[src/rtl/mmad_pkg.sv]
// shared types and constants for the masked overlap mean absolute difference block
package mmad_pkg;

  localparam int unsigned PixW     = 16;
  localparam int unsigned DimW     = 13;
  localparam int unsigned SumW     = 40;
  localparam int unsigned CntW     = 25;
  localparam int unsigned MeanW    = 24;
  localparam int unsigned CfgIdxW  = 3;
  localparam int unsigned CfgDataW = 16;

  // restoring divider: one quotient bit per cycle
  localparam int unsigned DivSteps = MeanW;
  localparam int unsigned StepW    = $clog2(DivSteps);
  // frac bits appended below the sum
  localparam int unsigned FracW    = 8;

  localparam logic [CntW-1:0]  MeanMax       = CntW'(16776960);
  localparam logic [DimW-1:0]  RstRefWidth   = DimW'(4096);
  localparam logic [DimW-1:0]  RstCandWidth  = DimW'(4096);
  localparam logic [DimW-1:0]  RstCandHeight = DimW'(4096);
  localparam logic [PixW-1:0]  RstAlphaThr   = PixW'(32512);

  typedef enum logic [CfgIdxW-1:0] {
    REG_REF_WIDTH   = 3'd0,
    REG_CAND_WIDTH  = 3'd1,
    REG_CAND_HEIGHT = 3'd2,
    REG_OFFSET_X    = 3'd3,
    REG_OFFSET_Y    = 3'd4,
    REG_ALPHA_THR   = 3'd5
  } cfg_reg_e;

  typedef enum logic [1:0] {
    DIV_IDLE,
    DIV_RUN,
    DIV_DONE
  } div_state_e;

  typedef struct packed {
    logic        [DimW-1:0] ref_width;
    logic        [DimW-1:0] cand_width;
    logic        [DimW-1:0] cand_height;
    logic signed [DimW-1:0] offset_x;
    logic signed [DimW-1:0] offset_y;
    logic        [PixW-1:0] alpha_threshold;
  } cfg_t;

  typedef struct packed {
    logic [SumW-1:0] sum;
    logic [CntW-1:0] count;
  } frame_t;

  typedef struct packed {
    logic full;
    logic empty;
  } q_status_t;

endpackage

[src/rtl/mmad_front.sv]
// pixel front end: raster position, overlap and alpha test, frame accumulators
module mmad_front #(
  parameter int unsigned MAX_DIM = 4096
) (
  input  logic                              clk_i,
  input  logic                              rst_ni,
  input  mmad_pkg::cfg_t                    cfg_i,
  input  logic                              in_valid_i,
  output logic                              in_ready_o,
  input  logic [mmad_pkg::PixW-1:0]         ref_red_i,
  input  logic [mmad_pkg::PixW-1:0]         ref_alpha_i,
  input  logic [mmad_pkg::PixW-1:0]         cand_red_i,
  input  logic [mmad_pkg::PixW-1:0]         cand_alpha_i,
  input  logic                              last_i,
  input  mmad_pkg::q_status_t               q_status_i,
  output logic                              push_o,
  output mmad_pkg::frame_t                  push_data_o
);

  localparam int unsigned CW = (MAX_DIM > 1) ? $clog2(MAX_DIM) : 1;
  localparam int unsigned EW = ((CW > mmad_pkg::DimW) ? CW : mmad_pkg::DimW) + 2;
  localparam int unsigned SW = EW + 1;
  localparam logic [EW-1:0] MaxDimE = EW'(MAX_DIM);

  logic [CW-1:0]             column_q, column_d;
  logic [CW-1:0]             row_q, row_d;
  logic [mmad_pkg::SumW-1:0] sum_q, sum_d, sum_n;
  logic [mmad_pkg::CntW-1:0] count_q, count_d, count_n;

  logic                      accept;
  logic signed [SW-1:0]      dx, dy, cw_s, ch_s;
  logic                      in_overlap, qualify;
  logic [mmad_pkg::PixW-1:0] abs_diff;
  logic [EW-1:0]             ref_w, eff_w, col_inc, row_inc;
  logic                      col_wrap, row_wrap;

  assign in_ready_o = !(last_i && q_status_i.full);
  assign accept     = in_valid_i && in_ready_o;

  always_comb begin
    dx   = signed'(SW'(column_q)) - SW'(cfg_i.offset_x);
    dy   = signed'(SW'(row_q)) - SW'(cfg_i.offset_y);
    cw_s = signed'(SW'(cfg_i.cand_width));
    ch_s = signed'(SW'(cfg_i.cand_height));
    in_overlap = !dx[SW-1] && (dx < cw_s) && !dy[SW-1] && (dy < ch_s);
    // saturated count stops both sum and count
    qualify = in_overlap && (ref_alpha_i > cfg_i.alpha_threshold)
              && (cand_alpha_i > cfg_i.alpha_threshold) && !count_q[mmad_pkg::CntW-1];
    abs_diff = (ref_red_i > cand_red_i) ? (ref_red_i - cand_red_i) : (cand_red_i - ref_red_i);
    sum_n   = qualify ? (sum_q + mmad_pkg::SumW'(abs_diff)) : sum_q;
    count_n = count_q + mmad_pkg::CntW'(qualify);

    ref_w = EW'(cfg_i.ref_width);
    priority if (ref_w == '0) begin
      eff_w = EW'(1);
    end else if (ref_w > MaxDimE) begin
      eff_w = MaxDimE;
    end else begin
      eff_w = ref_w;
    end
    col_inc  = EW'(column_q) + EW'(1);
    row_inc  = EW'(row_q) + EW'(1);
    col_wrap = col_inc >= eff_w;
    row_wrap = row_inc >= MaxDimE;

    column_d = column_q;
    row_d    = row_q;
    sum_d    = sum_q;
    count_d  = count_q;
    if (accept) begin
      if (last_i) begin
        column_d = '0;
        row_d    = '0;
        sum_d    = '0;
        count_d  = '0;
      end else begin
        sum_d   = sum_n;
        count_d = count_n;
        if (col_wrap) begin
          column_d = '0;
          row_d    = row_wrap ? '0 : row_inc[CW-1:0];
        end else begin
          column_d = col_inc[CW-1:0];
        end
      end
    end
  end

  assign push_o            = accept && last_i;
  assign push_data_o.sum   = sum_n;
  assign push_data_o.count = count_n;

  always_ff @(posedge clk_i or negedge rst_ni) begin
    if (!rst_ni) begin
      column_q <= '0;
      row_q    <= '0;
      sum_q    <= '0;
      count_q  <= '0;
    end else begin
      column_q <= column_d;
      row_q    <= row_d;
      sum_q    <= sum_d;
      count_q  <= count_d;
    end
  end

endmodule

[src/rtl/mmad_queue.sv]
// two-entry queue of frame totals between the front end and the divider
module mmad_queue (
  input  logic                clk_i,
  input  logic                rst_ni,
  input  logic                push_i,
  input  mmad_pkg::frame_t    push_data_i,
  input  logic                pop_i,
  output mmad_pkg::frame_t    head_o,
  output mmad_pkg::q_status_t status_o
);

  mmad_pkg::frame_t entry_q [2];
  logic             wr_ptr_q, rd_ptr_q;
  logic [1:0]       fill_q, fill_d;

  assign status_o.full  = (fill_q == 2'd2);
  assign status_o.empty = (fill_q == 2'd0);
  assign head_o         = entry_q[rd_ptr_q];

  always_comb begin
    fill_d = fill_q;
    unique case ({push_i, pop_i})
      2'b10:   fill_d = fill_q + 2'd1;
      2'b01:   fill_d = fill_q - 2'd1;
      default: fill_d = fill_q;
    endcase
  end

  always_ff @(posedge clk_i) begin
    if (push_i) begin
      entry_q[wr_ptr_q] <= push_data_i;
    end
  end

  always_ff @(posedge clk_i or negedge rst_ni) begin
    if (!rst_ni) begin
      wr_ptr_q <= 1'b0;
      rd_ptr_q <= 1'b0;
      fill_q   <= 2'd0;
    end else begin
      if (push_i) begin
        wr_ptr_q <= !wr_ptr_q;
      end
      if (pop_i) begin
        rd_ptr_q <= !rd_ptr_q;
      end
      fill_q <= fill_d;
    end
  end

endmodule

[src/rtl/mmad_div.sv]
// back end: serial restoring divide of sum*256 by count and result register
module mmad_div (
  input  logic                        clk_i,
  input  logic                        rst_ni,
  input  mmad_pkg::q_status_t         q_status_i,
  input  mmad_pkg::frame_t            q_head_i,
  output logic                        pop_o,
  output logic                        out_valid_o,
  input  logic                        out_ready_i,
  output logic [mmad_pkg::MeanW-1:0]  mean_q16_o,
  output logic                        no_overlap_o,
  output logic [mmad_pkg::CntW-1:0]   matched_count_o
);

  localparam int unsigned MW = mmad_pkg::MeanW;
  localparam int unsigned CNW = mmad_pkg::CntW;

  mmad_pkg::div_state_e     state_q, state_d;
  logic [mmad_pkg::StepW-1:0] step_q, step_d;
  logic [CNW-1:0]           rem_q, rem_d;
  logic [MW-1:0]            quo_q, quo_d;
  logic [CNW-1:0]           divisor_q, divisor_d;
  logic [CNW:0]             trial;
  logic                     qbit;

  logic                     out_valid_q, out_valid_d;
  logic [MW-1:0]            mean_q, mean_d;
  logic                     none_q, none_d;
  logic [CNW-1:0]           matched_q, matched_d;

  always_comb begin
    // remainder stays below the divisor, so one subtract per bit
    trial = {rem_q, quo_q[MW-1]};
    qbit  = trial >= {1'b0, divisor_q};

    state_d     = state_q;
    step_d      = step_q;
    rem_d       = rem_q;
    quo_d       = quo_q;
    divisor_d   = divisor_q;
    pop_o       = 1'b0;
    out_valid_d = out_valid_q && !out_ready_i;
    mean_d      = mean_q;
    none_d      = none_q;
    matched_d   = matched_q;

    unique case (state_q)
      mmad_pkg::DIV_IDLE: begin
        if (!q_status_i.empty) begin
          pop_o     = 1'b1;
          // upper dividend bits sum[39:16] preload the remainder
          rem_d     = CNW'(q_head_i.sum[mmad_pkg::SumW-1:mmad_pkg::PixW]);
          quo_d     = {q_head_i.sum[mmad_pkg::PixW-1:0], {mmad_pkg::FracW{1'b0}}};
          divisor_d = q_head_i.count;
          step_d    = '0;
          state_d   = mmad_pkg::DIV_RUN;
        end
      end
      mmad_pkg::DIV_RUN: begin
        rem_d  = qbit ? CNW'(trial - {1'b0, divisor_q}) : trial[CNW-1:0];
        quo_d  = {quo_q[MW-2:0], qbit};
        step_d = step_q + 1'b1;
        if (step_q == mmad_pkg::StepW'(mmad_pkg::DivSteps - 1)) begin
          state_d = mmad_pkg::DIV_DONE;
        end
      end
      mmad_pkg::DIV_DONE: begin
        if (!out_valid_q || out_ready_i) begin
          out_valid_d = 1'b1;
          if (divisor_q == '0) begin
            mean_d    = '0;
            none_d    = 1'b1;
            matched_d = '0;
          end else begin
            mean_d    = (CNW'(quo_q) > mmad_pkg::MeanMax) ? MW'(mmad_pkg::MeanMax) : quo_q;
            none_d    = 1'b0;
            matched_d = divisor_q;
          end
          state_d = mmad_pkg::DIV_IDLE;
        end
      end
      default: state_d = mmad_pkg::DIV_IDLE;
    endcase
  end

  always_ff @(posedge clk_i or negedge rst_ni) begin
    if (!rst_ni) begin
      state_q     <= mmad_pkg::DIV_IDLE;
      step_q      <= '0;
      out_valid_q <= 1'b0;
    end else begin
      state_q     <= state_d;
      step_q      <= step_d;
      out_valid_q <= out_valid_d;
    end
  end

  always_ff @(posedge clk_i) begin
    rem_q     <= rem_d;
    quo_q     <= quo_d;
    divisor_q <= divisor_d;
    mean_q    <= mean_d;
    none_q    <= none_d;
    matched_q <= matched_d;
  end

  assign out_valid_o     = out_valid_q;
  assign mean_q16_o      = mean_q;
  assign no_overlap_o    = none_q;
  assign matched_count_o = matched_q;

endmodule

[src/rtl/masked_overlap_mean_abs_diff.sv]
// top level: configuration registers, pixel front end, frame queue and divider
//
// Pixels are taken one per clock in raster order; the front end scores each pixel in the
// cycle it is accepted, so input ready only drops when a last-flagged word arrives while
// two finished frames already sit in the queue. Each frame result is then written to the
// queue, loaded into the divider, run through the bit-serial restoring divider (one
// quotient bit per cycle) and moved into the output register once any stalled result
// there has been taken. Short frames back the queue up, since the divider takes a new frame
// total only after finishing the last one. Configuration may only change between frames.
module masked_overlap_mean_abs_diff #(
  parameter int unsigned MAX_DIM = 4096
) (
  input  logic                               clk_i,
  input  logic                               rst_ni,
  input  logic                               cfg_we_i,
  input  logic [mmad_pkg::CfgIdxW-1:0]       cfg_idx_i,
  input  logic [mmad_pkg::CfgDataW-1:0]      cfg_data_i,
  input  logic                               in_valid_i,
  output logic                               in_ready_o,
  input  logic [mmad_pkg::PixW-1:0]          ref_red_i,
  input  logic [mmad_pkg::PixW-1:0]          ref_alpha_i,
  input  logic [mmad_pkg::PixW-1:0]          cand_red_i,
  input  logic [mmad_pkg::PixW-1:0]          cand_alpha_i,
  input  logic                               last_i,
  output logic                               out_valid_o,
  input  logic                               out_ready_i,
  output logic [mmad_pkg::MeanW-1:0]         mean_q16_o,
  output logic                               no_overlap_o,
  output logic [mmad_pkg::CntW-1:0]          matched_count_o
);

  mmad_pkg::cfg_t      cfg_q, cfg_d;
  mmad_pkg::q_status_t q_status;
  mmad_pkg::frame_t    push_data, q_head;
  logic                push, pop;

  always_comb begin
    cfg_d = cfg_q;
    if (cfg_we_i) begin
      unique case (cfg_idx_i)
        mmad_pkg::REG_REF_WIDTH:   cfg_d.ref_width       = cfg_data_i[mmad_pkg::DimW-1:0];
        mmad_pkg::REG_CAND_WIDTH:  cfg_d.cand_width      = cfg_data_i[mmad_pkg::DimW-1:0];
        mmad_pkg::REG_CAND_HEIGHT: cfg_d.cand_height     = cfg_data_i[mmad_pkg::DimW-1:0];
        mmad_pkg::REG_OFFSET_X:    cfg_d.offset_x        = signed'(cfg_data_i[mmad_pkg::DimW-1:0]);
        mmad_pkg::REG_OFFSET_Y:    cfg_d.offset_y        = signed'(cfg_data_i[mmad_pkg::DimW-1:0]);
        mmad_pkg::REG_ALPHA_THR:   cfg_d.alpha_threshold = cfg_data_i;
        default:                   cfg_d = cfg_q;
      endcase
    end
  end

  always_ff @(posedge clk_i or negedge rst_ni) begin
    if (!rst_ni) begin
      cfg_q.ref_width       <= mmad_pkg::RstRefWidth;
      cfg_q.cand_width      <= mmad_pkg::RstCandWidth;
      cfg_q.cand_height     <= mmad_pkg::RstCandHeight;
      cfg_q.offset_x        <= '0;
      cfg_q.offset_y        <= '0;
      cfg_q.alpha_threshold <= mmad_pkg::RstAlphaThr;
    end else begin
      cfg_q <= cfg_d;
    end
  end

  mmad_front #(
    .MAX_DIM(MAX_DIM)
  ) u_front (
    .clk_i        (clk_i),
    .rst_ni       (rst_ni),
    .cfg_i        (cfg_q),
    .in_valid_i   (in_valid_i),
    .in_ready_o   (in_ready_o),
    .ref_red_i    (ref_red_i),
    .ref_alpha_i  (ref_alpha_i),
    .cand_red_i   (cand_red_i),
    .cand_alpha_i (cand_alpha_i),
    .last_i       (last_i),
    .q_status_i   (q_status),
    .push_o       (push),
    .push_data_o  (push_data)
  );

  mmad_queue u_queue (
    .clk_i       (clk_i),
    .rst_ni      (rst_ni),
    .push_i      (push),
    .push_data_i (push_data),
    .pop_i       (pop),
    .head_o      (q_head),
    .status_o    (q_status)
  );

  mmad_div u_div (
    .clk_i           (clk_i),
    .rst_ni          (rst_ni),
    .q_status_i      (q_status),
    .q_head_i        (q_head),
    .pop_o           (pop),
    .out_valid_o     (out_valid_o),
    .out_ready_i     (out_ready_i),
    .mean_q16_o      (mean_q16_o),
    .no_overlap_o    (no_overlap_o),
    .matched_count_o (matched_count_o)
  );

endmodule

[config.mk]
export PLATFORM = sky130hd
export DESIGN_NAME = masked_overlap_mean_abs_diff
export DESIGN_NICKNAME = d
export VERILOG_FILES = /design/src/rtl/mmad_pkg.sv /design/src/rtl/mmad_front.sv /design/src/rtl/mmad_queue.sv /design/src/rtl/mmad_div.sv /design/src/rtl/masked_overlap_mean_abs_diff.sv
export SDC_FILE = /design/constraint.sdc
export NUM_CORES = 1
export LEC_CHECK = 0
export BUFFER_PORTS_ARGS = -buffer_cell sky130_fd_sc_hd__buf_2
export CORE_UTILIZATION = 56
export DETAILED_ROUTE_END_ITERATION = 6
export HOLD_SLACK_MARGIN = 0.02
export PLACE_DENSITY = 0.8
export SLEW_MARGIN = 15
export SYNTH_ARGS = -nofsm -noshare
export SYNTH_HDL_FRONTEND = slang
export SYNTH_SLANG_ARGS = --single-unit
[constraint.sdc]
create_clock -name clk_i -period 18.2 [get_ports clk_i]
set_clock_uncertainty 0.1 [all_clocks]
set_input_delay 0.91 -clock clk_i [delete_from_list [all_inputs] [get_ports clk_i]]
set_output_delay 0.91 -clock clk_i [all_outputs]
set_load 0.005 [all_outputs]
# Yosys cells after proc, flatten, opt, wreduce, memory -nomap -nowiden
# Memories as Yosys holds them, arrays and structs flattened.
# Cells that the tools add are included.
[classes] add_sub_neg=12 order_cmp=10 n_eq_ne=14 n_mux=31 bitwise_logic=1 n_reduce_logical=39
[op_table] op="40-bit 2-to-1 mux" n=2
[op_table] op="25-bit 2-to-1 mux" n=3
[op_table] op="12-bit 2-to-1 mux" n=5
[op_table] op="25-bit one-hot mux with 2 select lines" n=1
[op_table] op="16-bit greater-than comparator" n=3
[op_table] op="24-bit 2-to-1 mux" n=2
[op_table] op="24-bit one-hot mux with 2 select lines" n=1
[op_table] op="40-bit by 16-bit adder with 40-bit output" n=1
[op_table] op="16-bit by 14-bit < comparator with 1-bit output" n=2
[op_table] op="16-bit subtractor" n=2
[op_table] op="13-bit by 13-bit subtractor with 14-bit output" n=2
[op_table] op="12-bit by 1-bit adder with 13-bit output (second input constant)" n=2
[op_table] op="26-bit by 25-bit greater-or-equal comparator with 1-bit output" n=1
[op_table] op="13-bit 2-to-1 mux" n=2
[op_table] op="25-bit by 1-bit adder with 25-bit output" n=1
[op_table] op="25-bit zero test" n=1
[op_table] op="25-bit subtractor" n=1
[op_table] op="24-bit greater-than comparator (second input constant)" n=1
[op_table] op="2-bit AND reduction" n=10
[op_table] op="16-bit 2-to-1 mux" n=1
[op_table] op="15-bit by 13-bit greater-or-equal comparator with 1-bit output" n=1
[op_table] op="15-bit by 13-bit greater-or-equal comparator with 1-bit output (second input constant)" n=1
[op_table] op="13-bit greater-than comparator (second input constant)" n=1
[op_table] op="13-bit zero test" n=1
[op_table] op="26 further kinds" n=59
[totals] reg_bits=306 mem_bits_rw=130 inputBits=89 out_inout_bits=52 wordCells=131 memories=1
[mem_list] memory="u_queue.entry_q" words=2 width=65 read_ports=1 rd_ports_with_merged_regs=0 write_ports=1 line_no="mmad_queue.sv:12" source="mmad_pkg::frame_t entry_q [2];"

# Logic depth before layout (Yosys ltp)
# Gate-level depths: netlist (run 1).
[depth] word_depth=10 ltp_mapped=35 depth_no_buf=31

# Cells and area by module
# From an unflattened synthesis (run 1), not the netlist that was laid out.
[hier_totals] hier_cells=2396 area_unflattened_um2=25768.5
[by_module_without_submodules] module="mmad_front" n_inst=1 cells_each=1418 area_per_inst_um2=11050.6 seq_area_each_um2=2227.1
[by_module_without_submodules] module="mmad_div" n_inst=1 cells_each=586 area_per_inst_um2=6595.1 seq_area_each_um2=3923.8
[by_module_without_submodules] module="mmad_queue" n_inst=1 cells_each=218 area_per_inst_um2=5036.1 seq_area_each_um2=4003.8
[by_module_without_submodules] module="masked_overlap_mean_abs_diff" n_inst=1 cells_each=174 area_per_inst_um2=3086.7 seq_area_each_um2=2039.5

# Worst setup path after synthesis (run 1)
# OpenSTA, ideal clock, no wires.
[synth_timing] kind="reg2reg" start="register u_front.row_q[0]" end="register u_front.count_q[24] (netlist bit)" setup_time_ns=0.134 arrival_ns=6.690 required_time_ns=17.966 slack_ns=11.276 stages_incl_launch_ff=35 n_path_buf=4 period_less_slack_ns=6.924 path_cell_list="dfrtp_1 -> inv_1 -> ha_1 -> fa_1 -> nor2b_1 -> o21ai_0 -> nand2b_1 -> a21oi_1 -> o21ai_0 -> a21o_1 -> a41o_1 -> o41ai_1 -> xor2_1 -> ha_1 -> nand3_1 -> nor2_2 -> a2111oi_4 -> nand4_1 -> a311o_1 -> or4_4 -> buf_6 -> inv_1 -> clkbuf_1 -> buf_1 -> ha_1 -> ha_1 -> nand3_1 -> nor3_1 -> and3_1 -> and3_1 -> clkbuf_1 -> nand3_1 -> nor2_1 -> mux2i_1 -> o21ai_0"
[synth_between] elab_chain_len=9 word_cells_on_any_way=10 cone_classes="add/sub (2); order compare (1); mux (1); reduce/logical (6)"
[synth_lines] element="start: declaration" line_no="mmad_front.sv:26" source="logic [CW-1:0] row_q, row_d;"
[synth_lines] element="start signal: assignment" line_no="mmad_front.sv:101" source="row_q <= row_d;"
[synth_lines] element="13-bit by 13-bit subtractor with 14-bit output (*)" line_no="mmad_front.sv:42" source="dy = signed'(SW'(row_q)) - SW'(cfg_i.offset_y);"
[synth_lines] element="branches (longest 2 deep; another with 16-bit by 14-bit < comparator with 1-bit output)"
[synth_lines] element="1-bit logical AND (*)" line_no="mmad_front.sv:45" source="in_overlap = !dx[SW-1] && (dx < cw_s) && !dy[SW-1] && (dy < ch_s);"
[synth_lines] element="1-bit logical AND (*)" line_no="mmad_front.sv:47" source="qualify = in_overlap && (ref_alpha_i > cfg_i.alpha_threshold)"
[synth_lines] element="1-bit logical AND (*) (2 in series)" line_no="mmad_front.sv:48" source="&& (cand_alpha_i > cfg_i.alpha_threshold) && !count_q[mmad_pkg::CntW-1];"
[synth_lines] element="25-bit by 1-bit adder with 25-bit output (*)" line_no="mmad_front.sv:51" source="count_n = count_q + mmad_pkg::CntW'(qualify);"
[synth_lines] element="25-bit 2-to-1 mux (*)" line_no="mmad_front.sv:71" source="if (last_i) begin"
[synth_lines] element="end signal: assignment" line_no="mmad_front.sv:103" source="count_q <= count_d;"
[synth_lines] element="end: declaration" line_no="mmad_front.sv:28" source="logic [mmad_pkg::CntW-1:0] count_q, count_d, count_n;"
# Mark *: on every way between the ends.
# A chain may end at the register's enable or synchronous reset.

# Worst setup path after layout (run 1)
# Same ends and word-level chain as after synthesis.

==> results.yml, run 1 <==
floorplanning:
  initial_core_util: 0.570
  dieArea_um2: 44800
  core_region_area_um2: 43200
  die_w_um: 212
  rows: 76
  die_h_um: 212
  io_pins: 141
cts:
  post_cts_resized: 0
  clockBufferDepth: 3
  cts.htree.levels: 2
  clockRootBuffer: "clkbuf_16"
  clkLatencyLatePin_ns: 0.60
  cts_sinks: 436
  path_clk_slew_ns: 0.06
  cts_tree: "built"
  cts_buffers: 48
  cts-hold-fix-buffers: 0
  cts_setup_buffers: 0
timing:
  fmax_ghz: 0.129
  setup_tns_ns: 0
  worst_slew_pin_slew_ns: 1.10
  drv_slew: 0
  fin_crit_sh: 0.426
  rsz0062_at_grt: "false"
  setup_viol: 0
  timing.slew.headroom: 0.266
  period_minus_slack_ns: 7.75
  finalHoldViolCount: 0
  whs_ns: 0.145
final_layout:
  multi_input_area_um2: 11400
  drive_above_1_share: 0.140
  nets: 2709
  area_growth_pct: 11.7
  num_antenna_cells: 0
  nFillCells: 3398
  register_area_um2: 12200
grt:
  grt_max_degree: 74
  track_usage: 0.253
  grt_pass1_wl_mm: 90.1
  overflow: 0
  grt_pass1_vias: 17800
  antenna_found_initial: 0
logic_synthesis:
  synthFlopType: "edfxtp_1"
  synth_area_leaders: "edfxtp_1 (31%), dfrtp_1 (17%), ha_1 (8.7%), nand2_1 (3.7%), o21ai_0 (3.5%)"
  syn_inst: 2343
  syn-cell-area_um2: 24600
  synth.distinct_cells: 75
  yosysMostFrequentCell: "edfxtp_1"
  seq_area_frac_synth: 0.495
  synth_seq_cells: 436
  synth_common_cells: "edfxtp_1 (254), nand2_1 (243), dfrtp_1 (172), o21ai_0 (172), ha_1 (171)"
  synth_fp_nets: 2609
  synth_top_area_frac: 0.310
  async_flop_share: 0.417
  yosysWarnings: 0
  syn-mean-instance-area_um2: 10.5
  synth_edf_count: 254
  yosysTopAreaCell: "edfxtp_1"
critical_path:
  cp_num_buf_inv: 2
  cp_max_fo: 26
  start_kind: "flip-flop"
  slowest_stage: "or4_4"
  ff2ff_setup_slack_ns: 10.45
  arrival_ns: 8.10
  r2r-start: "u_front.row_q[0]"
  cp_top_family: "simple AND/OR/NAND/NOR gates"
  critPathCaptureType: "flip-flop"
  path_common_cell: "ha_1"
  r2r_cells: 30
  crit_path_max_incr_delay_ns: 0.70
  crit_type: "flip-flop to flip-flop"
  r2r_end: "u_front.count_q[24]"
  cp.required_ns: 18.56
power:
  total_power_mw: 3.63
  vdd_ir_drop_max_uv: 91.8
  power.density_nw_per_um2: 132
  leakagePower_nw: 12.1
placement:
  place_hpwl_mm: 39.6
  gp_congestion: 0.903
  io_buffers: 140
routing:
  vias_per_cell: 5.85
  num_vias: 17900
  drtIter0Drc: 1441
  finalWirelength_mm: 55.9
  wl_per_cell_um: 18.2
  firstDrtPassIters: 6
  drc_errors: 0
  postRouteAntennaNets: 0
status:
  status: "finished, final reports clean"
job:
  drv_cap: 0
hold_path:
  min_path_type: "input pin to async pin"
## stage by stage
stage / setup slack (ns) / cell area (um^2) / cells / util
floorplan: 11.28 / 24600 / 2343 / -
global placement: 10.86 / 25900 / 2978 / 0.599
detailed placement: 10.57 / 25900 / 2978 / 0.599
CTS: 10.50 / 27500 / 3067 / 0.637
global route: 9.77 / 27500 / 3067 / 0.637
finish: 10.45 / 27500 / 3067 / 0.637
## sequential cells by signal (all words and copies together), names as in the netlist, 25 cells and up
name,flops
u_queue.entry_q,130
cfg_q,81
u_front.sum_q,40
u_div.divisor_q,25
u_div.matched_count_o,25
u_div.rem_q,25
u_front.count_q,25
## power by group
part	total [mW]	switching [mW]	leakage (nW)	internal [mW]
sequential	1.40	0.110	4.84	1.29
combinational	1.25	0.725	6.49	0.524
clock	0.983	0.403	0.778	0.581
total	3.63	1.24	12.1	2.39
## cell usage in the layout (no fill, tap or decap), types with 8 or more instances in the layout
cell type,instances
o211ai_1,12
o211a_1,8
a21o_1,45
and2_1,22
nand3_1,52
nand4_1,30
mux2i_1,52
nor4_1,17
dfrtp_1,171
a211oi_1,25
inv_1,166
dfstp_2,10
buf_2,139
nor2_1,113
o31ai_1,14
mux2_2,74
o21ai_0,172
nor3_1,52
nand2_1,243
edfxtp_1,254
or2_2,8
a31oi_1,12
a21oi_1,112
a21boi_0,10
nor2b_1,45
nand2b_1,17
o21a_1,16
a22o_1,24
clkbuf_1,11
or3_1,10
and3_1,29
xor2_1,61
buf_4,22
xnor2_1,66
clkbuf_16,49
clkinv_2,10
ha_1,171
## worst max-delay path by stage
stage / start / cells past startpoint / end / slack (ns)
3_3_place_gp: u_front.row_q[0] / 30 / u_front.count_q[21] / 10.86
4_1_cts: u_front.row_q[0] / 30 / u_front.count_q[24] / 10.50
2_1_floorplan: u_front.row_q[0] / 34 / u_front.count_q[24] / 11.28
3_5_place_dp: u_front.row_q[0] / 31 / u_front.count_q[20] / 10.57
5_1_grt: u_front.row_q[0] / 30 / u_front.count_q[21] / 9.77
6_report: u_front.row_q[0] / 30 / u_front.count_q[24] / 10.45
## per-layer routing
metal	vias up	GRT usage	wire, um
li1	8628	-	-
met1	8663	0.332	24500
met2	527	0.431	27200
met3	117	0.0325	2780
met4	0	0.0880	1490
met5	-	0	0
## worst reg2reg max path: cells and delay by family (launching register included)
kind / cells / cell delay, ns
muxes: 1 / 0.25
and+or+nand+nor: 12 / 2.76
adders and majority gates: 5 / 1.23
xor gates and xnor gates: 1 / 0.19
buffers and inverters: 2 / 0.75
AOI/OAI and AO/OA: 9 / 1.92
DFF: 1 / 0.41
## layout make-up
type / instances / share of cell area
clock buffer: 63 / 0.0476
clock inverter: 26 / 0.0109
inverter: 167 / 0.0228
multi-input combinational: 1628 / 0.416
sequential: 436 / 0.444
tap: 585 / 0.0266
timing repair buffer: 162 / 0.0317
## cell families (layout without fill, tap and decap cells)
| group | after synthesis | after routing | synth area share |
|---|---|---|---|
| fa+ha+maj | 177 | 177 | 0.0918 |
| simple gates | 679 | 679 | 0.134 |
| compound gates | 519 | 519 | 0.136 |
| mux | 126 | 126 | 0.0550 |
| buf+inv | 279 | 418 | 0.0429 |
| xor+xnor | 127 | 127 | 0.0452 |
| flops | 436 | 436 | 0.495 |
Note: power is estimated with default switching activity, not from simulation.
==> inputs of run 2 (changes only) <==
Clock period 18.2 ns to 8 ns, I/O delays scaled along.
==> run 2 against run 1 <==
Net effect:
- utilization about the same
- non-clock buffer count up 7
- flip-flop and latch count unchanged
- combinational power up 130%
- power rose by 130%
- hold slack worse by 0.097 ns
- sequential share of layout area about the same
- critical path type unchanged
- largest power group unchanged
- highest routed layer unchanged
==> results.yml, run 2 (synthesis gave the netlist of run 1 again) <==
floorplanning:
  die_h_um: 212
  rows: 76
  core_region_area_um2: 43200
  die_w_um: 212
  dieArea_um2: 44800
  initial_core_util: 0.570
  io_pins: 141
cts:
  cts_buffers: 45
  cts_sinks: 436
  clkLatencyLatePin_ns: 0.59
  clockRootBuffer: "clkbuf_16"
  clockBufferDepth: 3
  cts_tree: "built"
  path_clk_slew_ns: 0.06
  cts_setup_buffers: 0
  cts.htree.levels: 2
power:
  power.density_nw_per_um2: 298
  vdd_ir_drop_max_uv: 226
  leakagePower_nw: 12.1
critical_path:
  worstSetupEndpoint: "u_front.count_q[24]"
  r2r_end: "u_front.count_q[24]"
  path_common_cell: "ha_1"
  arrival_ns: 7.44
  critPathCaptureType: "flip-flop"
  r2r-start: "u_front.row_q[0]"
  ff2ff_setup_slack_ns: 0.91
  r2r_cells: 30
  cp_max_fo: 26
  crit_path_max_incr_delay_ns: 0.70
  crit_type: "flip-flop to flip-flop"
  cp.required_ns: 8.35
  start_kind: "flip-flop"
  slowest_stage: "or4_4"
  startpoint: "u_front.row_q[0]"
grt:
  grt_pass1_wl_mm: 90.4
  track_usage: 0.253
  antenna_found_initial: 0
  grt_pass1_vias: 17900
  grt_max_degree: 74
  overflow: 0
placement:
  gp_congestion: 0.913
  placed_area_um2: 25900
  io_buffers: 140
  place_hpwl_mm: 40.0
final_layout:
  final_common_cell: "edfxtp_1"
  num_antenna_cells: 0
  largest_reg_flops: 130
  layout_common_cells: "edfxtp_1 (254), nand2_1 (243), o21ai_0 (172)"
  drive_above_1_share: 0.140
  nFillCells: 3376
  regMostFlops: "u_queue.entry_q"
  largestRegisters: "u_queue.entry_q x130, cfg_q x81, u_front.sum_q x40"
  finalInstanceArea_um2: 27500
  nets: 2713
  area_growth_pct: 11.6
timing:
  rsz0062_at_grt: "false"
  fmax_ghz: 0.141
  setup_viol: 0
  worst_slew_pin_slew_ns: 1.09
  drv_slew: 0
  finalHoldViolCount: 0
  setup_tns_ns: 0
  timing.slew.headroom: 0.272
  fin_crit_sh: 0.886
  period_minus_slack_ns: 7.09
routing:
  firstDrtPassIters: 5
  postRouteAntennaNets: 0
  wl_per_cell_um: 18.4
  drtIter0Drc: 1347
  finalWirelength_mm: 56.3
  vias_per_cell: 5.88
  drc_errors: 0
  num_vias: 18000
hold_path:
  min-delay-start: "out_ready_i"
  min_path_type: "input pin to flip-flop"
job:
  drv_cap: 0
status:
  status: "finished, final reports clean"
[run 2: changes by cell type in the layout (fill, tap and decap cells not counted), moves of 2 or more]
cell and change:
clkbuf_8 +3, clkbuf_16 -3, clkinv_2 -3, clkbuf_1 -5
clkinv_4 +3, dlygate4sd3_1 +5, buf_4 +2
[run 2: what timing repair did]
item	in CTS	in global routing
resized for setup	0	0
hold endpoints to repair	47	0
hold buffers	5	0
[run 2: routing by layer]
layer  share of wire  track usage
met5               0            0
met4           0.023       0.0700
met3           0.055       0.0414
met2            0.49        0.435
met1            0.44        0.331
[run 2: power breakdown]
part	internal, mW	switching [mW]	leakage (nW)
clock	1.25	0.903	0.743
combinational	1.20	1.66	6.52
sequential	2.93	0.249	4.84
total	5.38	2.81	12.1
[run 2: area by class of cell]
type / instances / area (um^2) / share of cell area
inverter: 167 / 627 / 0.0228
clock buffer: 58 / 1260 / 0.0457
multi-input combinational: 1628 / 11400 / 0.417
sequential: 436 / 12200 / 0.444
timing repair buffer: 169 / 937 / 0.0341
clock inverter: 26 / 275 / 0.0100
tap: 585 / 732 / 0.0266
[run 2: worst max-delay path: cells and delay by family (launching register included)]
| family | cells | cell delay (ns) |
|---|---|---|
| simple gates | 13 | 2.92 |
| compound gates | 8 | 1.53 |
| fa+ha+maj | 5 | 1.36 |
| flops | 1 | 0.41 |
| buf+inv | 2 | 0.23 |
| mux | 1 | 0.21 |
| xor+xnor | 1 | 0.19 |
[run 2: how the worst min path moves through the flow]
stage                        endpoint  depth (start not counted)  slack, ns
floorplan                    cfg_q[0]                          0      0.004
global placement            cfg_q[58]                          1       0.24
detailed placement          cfg_q[59]                          1       0.24
CTS                 u_div.out_valid_o                          3       0.03
global route        u_div.out_valid_o                          3       0.04
finish              u_div.out_valid_o                          3       0.05
[run 2: stage by stage]
step           std cells  utilization  power, mW  hold WS [ns]  setup WS [ns]
2_1_floorplan       2343            -       5.29       0.00441           1.08
3_3_place_gp        2980        0.600       5.88         0.239           1.27
3_5_place_dp        2980        0.600       6.02         0.244           1.00
4_1_cts             3069        0.636       8.20        0.0262          0.970
5_1_grt             3069        0.636       8.68        0.0415          0.252
6_report            3069        0.636       8.19        0.0480          0.908
==> inputs of run 3 (changes only) <==
Clock period 8 ns to 8.6 ns, I/O delays scaled along.
==> run 3 against run 2 <==
Net effect:
- final area up 0.22%
- largest cell class unchanged
- hold slack better by 0.0071 ns
- power down 6.5%
- non-clock buffer count unchanged
- clock power down 4%
- register-to-register slack better by 0.23 ns
- critical endpoint is now u_queue.entry_q[1][21]
==> results.yml, run 3 (synthesis gave the netlist of run 1 again) <==
critical_path:
  startpoint: "u_front.row_q[0]"
  worstSetupEndpoint: "u_queue.entry_q[1][21]"
  start_kind: "flip-flop"
  cp_top_family: "simple AND/OR/NAND/NOR gates"
  crit_cells: 29
  r2r_end: "u_queue.entry_q[1][21]"
  slowest_stage: "or4_4"
  r2r_cells: 29
  r2r-start: "u_front.row_q[0]"
  cp.required_ns: 8.81
  ff2ff_setup_slack_ns: 1.14
  arrival_ns: 7.67
  crit_type: "flip-flop to flip-flop"
  cp_num_buf_inv: 3
  cp_max_fo: 26
  crit_path_max_incr_delay_ns: 0.70
  critPathCaptureType: "flip-flop"
cts:
  cts_setup_buffers: 0
  cts_tree: "built"
  cts_sinks: 436
  clockRootBuffer: "clkbuf_16"
  cts.htree.levels: 2
  clockBufferDepth: 3
  post_cts_resized: 0
  cts_buffers: 45
  clkLatencyLatePin_ns: 0.58
  path_clk_slew_ns: 0.06
  cts-hold-fix-buffers: 4
final_layout:
  nFillCells: 3417
  largest_reg_flops: 130
  nets: 2713
  num_antenna_cells: 0
  layout_common_cells: "edfxtp_1 (254), nand2_1 (243), o21ai_0 (172)"
  area_growth_pct: 11.8
  final_common_cell: "edfxtp_1"
  regMostFlops: "u_queue.entry_q"
  largestRegisters: "u_queue.entry_q x130, cfg_q x81, u_front.sum_q x40"
  drive_above_1_share: 0.141
grt:
  antenna_found_initial: 0
  overflow: 0
  grt_pass1_vias: 18000
  track_usage: 0.252
  grt_max_degree: 81
  grt_pass1_wl_mm: 90.1
floorplanning:
  rows: 76
  die_h_um: 212
  core_region_area_um2: 43200
  die_w_um: 212
  initial_core_util: 0.570
  dieArea_um2: 44800
  io_pins: 141
timing:
  period_minus_slack_ns: 7.46
  finalHoldViolCount: 0
  worst_slew_pin_slew_ns: 1.05
  setup_viol: 0
  fmax_ghz: 0.134
  timing.slew.headroom: 0.303
  drv_slew: 0
  setup_tns_ns: 0
  fin_crit_sh: 0.868
  rsz0062_at_grt: "false"
placement:
  place_hpwl_mm: 39.4
  io_buffers: 140
  gp_congestion: 0.903
routing:
  wl_per_cell_um: 18.1
  vias_per_cell: 5.83
  num_vias: 17900
  drc_errors: 0
  finalWirelength_mm: 55.4
  firstDrtPassIters: 5
  postRouteAntennaNets: 0
  drtIter0Drc: 1416
job:
  drv_cap: 0
power:
  total_power_mw: 7.66
  power.density_nw_per_um2: 278
  vdd_ir_drop_max_uv: 168
  leakagePower_nw: 12.2
status:
  status: "finished, final reports clean"
hold_path:
  min_path_type: "input pin to flip-flop"
[run 3: cell count changes in the layout (fill, tap and decap cells not counted)]
cell,before,now
nor3_2,4,3
clkinv_2,7,9
clkbuf_8,6,8
dlygate4sd3_1,5,4
inv_6,1,0
clkinv_4,3,2
bufinv_16,4,6
clkinv_1,6,2
nor3_4,0,1
clkinvlp_4,4,0
buf_4,24,25
clkbuf_1,6,9
inv_8,0,1
[run 3: metal layers]
metal  vias up  share of wire  track usage
met1      8652           0.44        0.332
met5         -              0            0
met2       508           0.48        0.429
met4         0          0.027       0.0895
li1       8633              -            -
met3       111          0.050       0.0312
[run 3: layout make-up]
cell class / instances / area [um^2] / share of cell area
Multi-Input combinational cell: 1628 / 11500 / 0.416
Timing Repair Buffer: 169 / 935 / 0.0339
Sequential cell: 436 / 12200 / 0.443
Clock buffer: 63 / 1290 / 0.0470
Clock inverter: 21 / 294 / 0.0107
Tap cell: 585 / 732 / 0.0266
Inverter: 167 / 627 / 0.0228
[run 3: per-stage QoR]
stage | instance area, um^2 | setup slack, ns | util | instances | hold WS, ns
6_report | 27500 | 1.14 | 0.638 | 3069 | 0.0551
2_1_floorplan | 24600 | 1.68 | - | 2343 | 0.0344
4_1_cts | 27500 | 1.19 | 0.638 | 3069 | 0.0347
5_1_grt | 27500 | 0.645 | 0.638 | 3069 | 0.0465
3_3_place_gp | 25900 | 1.60 | 0.600 | 2981 | 0.252
3_5_place_dp | 25900 | 1.25 | 0.600 | 2981 | 0.256
[run 3: worst min-delay path by stage]
stage / endpoint / slack [ns] / depth (start not counted) / start
2_1_floorplan: cfg_q[0] / 0.03 / 0 / rst_ni
3_3_place_gp: cfg_q[58] / 0.25 / 1 / rst_ni
3_5_place_dp: cfg_q[58] / 0.26 / 1 / rst_ni
4_1_cts: cfg_q[54] / 0.03 / 3 / cfg_data_i[12]
5_1_grt: cfg_q[80] / 0.05 / 3 / cfg_data_i[12]
6_report: cfg_q[54] / 0.06 / 3 / cfg_data_i[12]
[run 3: worst reg2reg max path, delay by kind of cell (launching register included)]
| family | cells | cell delay [ns] |
|---|---|---|
| and+or+nand+nor | 12 | 2.99 |
| AOI/OAI and AO/OA | 8 | 1.86 |
| adders and majority gates | 4 | 0.93 |
| buffers and inverters | 3 | 0.48 |
| xor gates and xnor gates | 2 | 0.41 |
| DFF | 1 | 0.41 |
[run 3: power breakdown]
| group | internal, mW | switching (mW) |
|---|---|---|
| Sequential | 2.73 | 0.230 |
| Clock | 1.24 | 0.828 |
| Combinational | 1.11 | 1.52 |
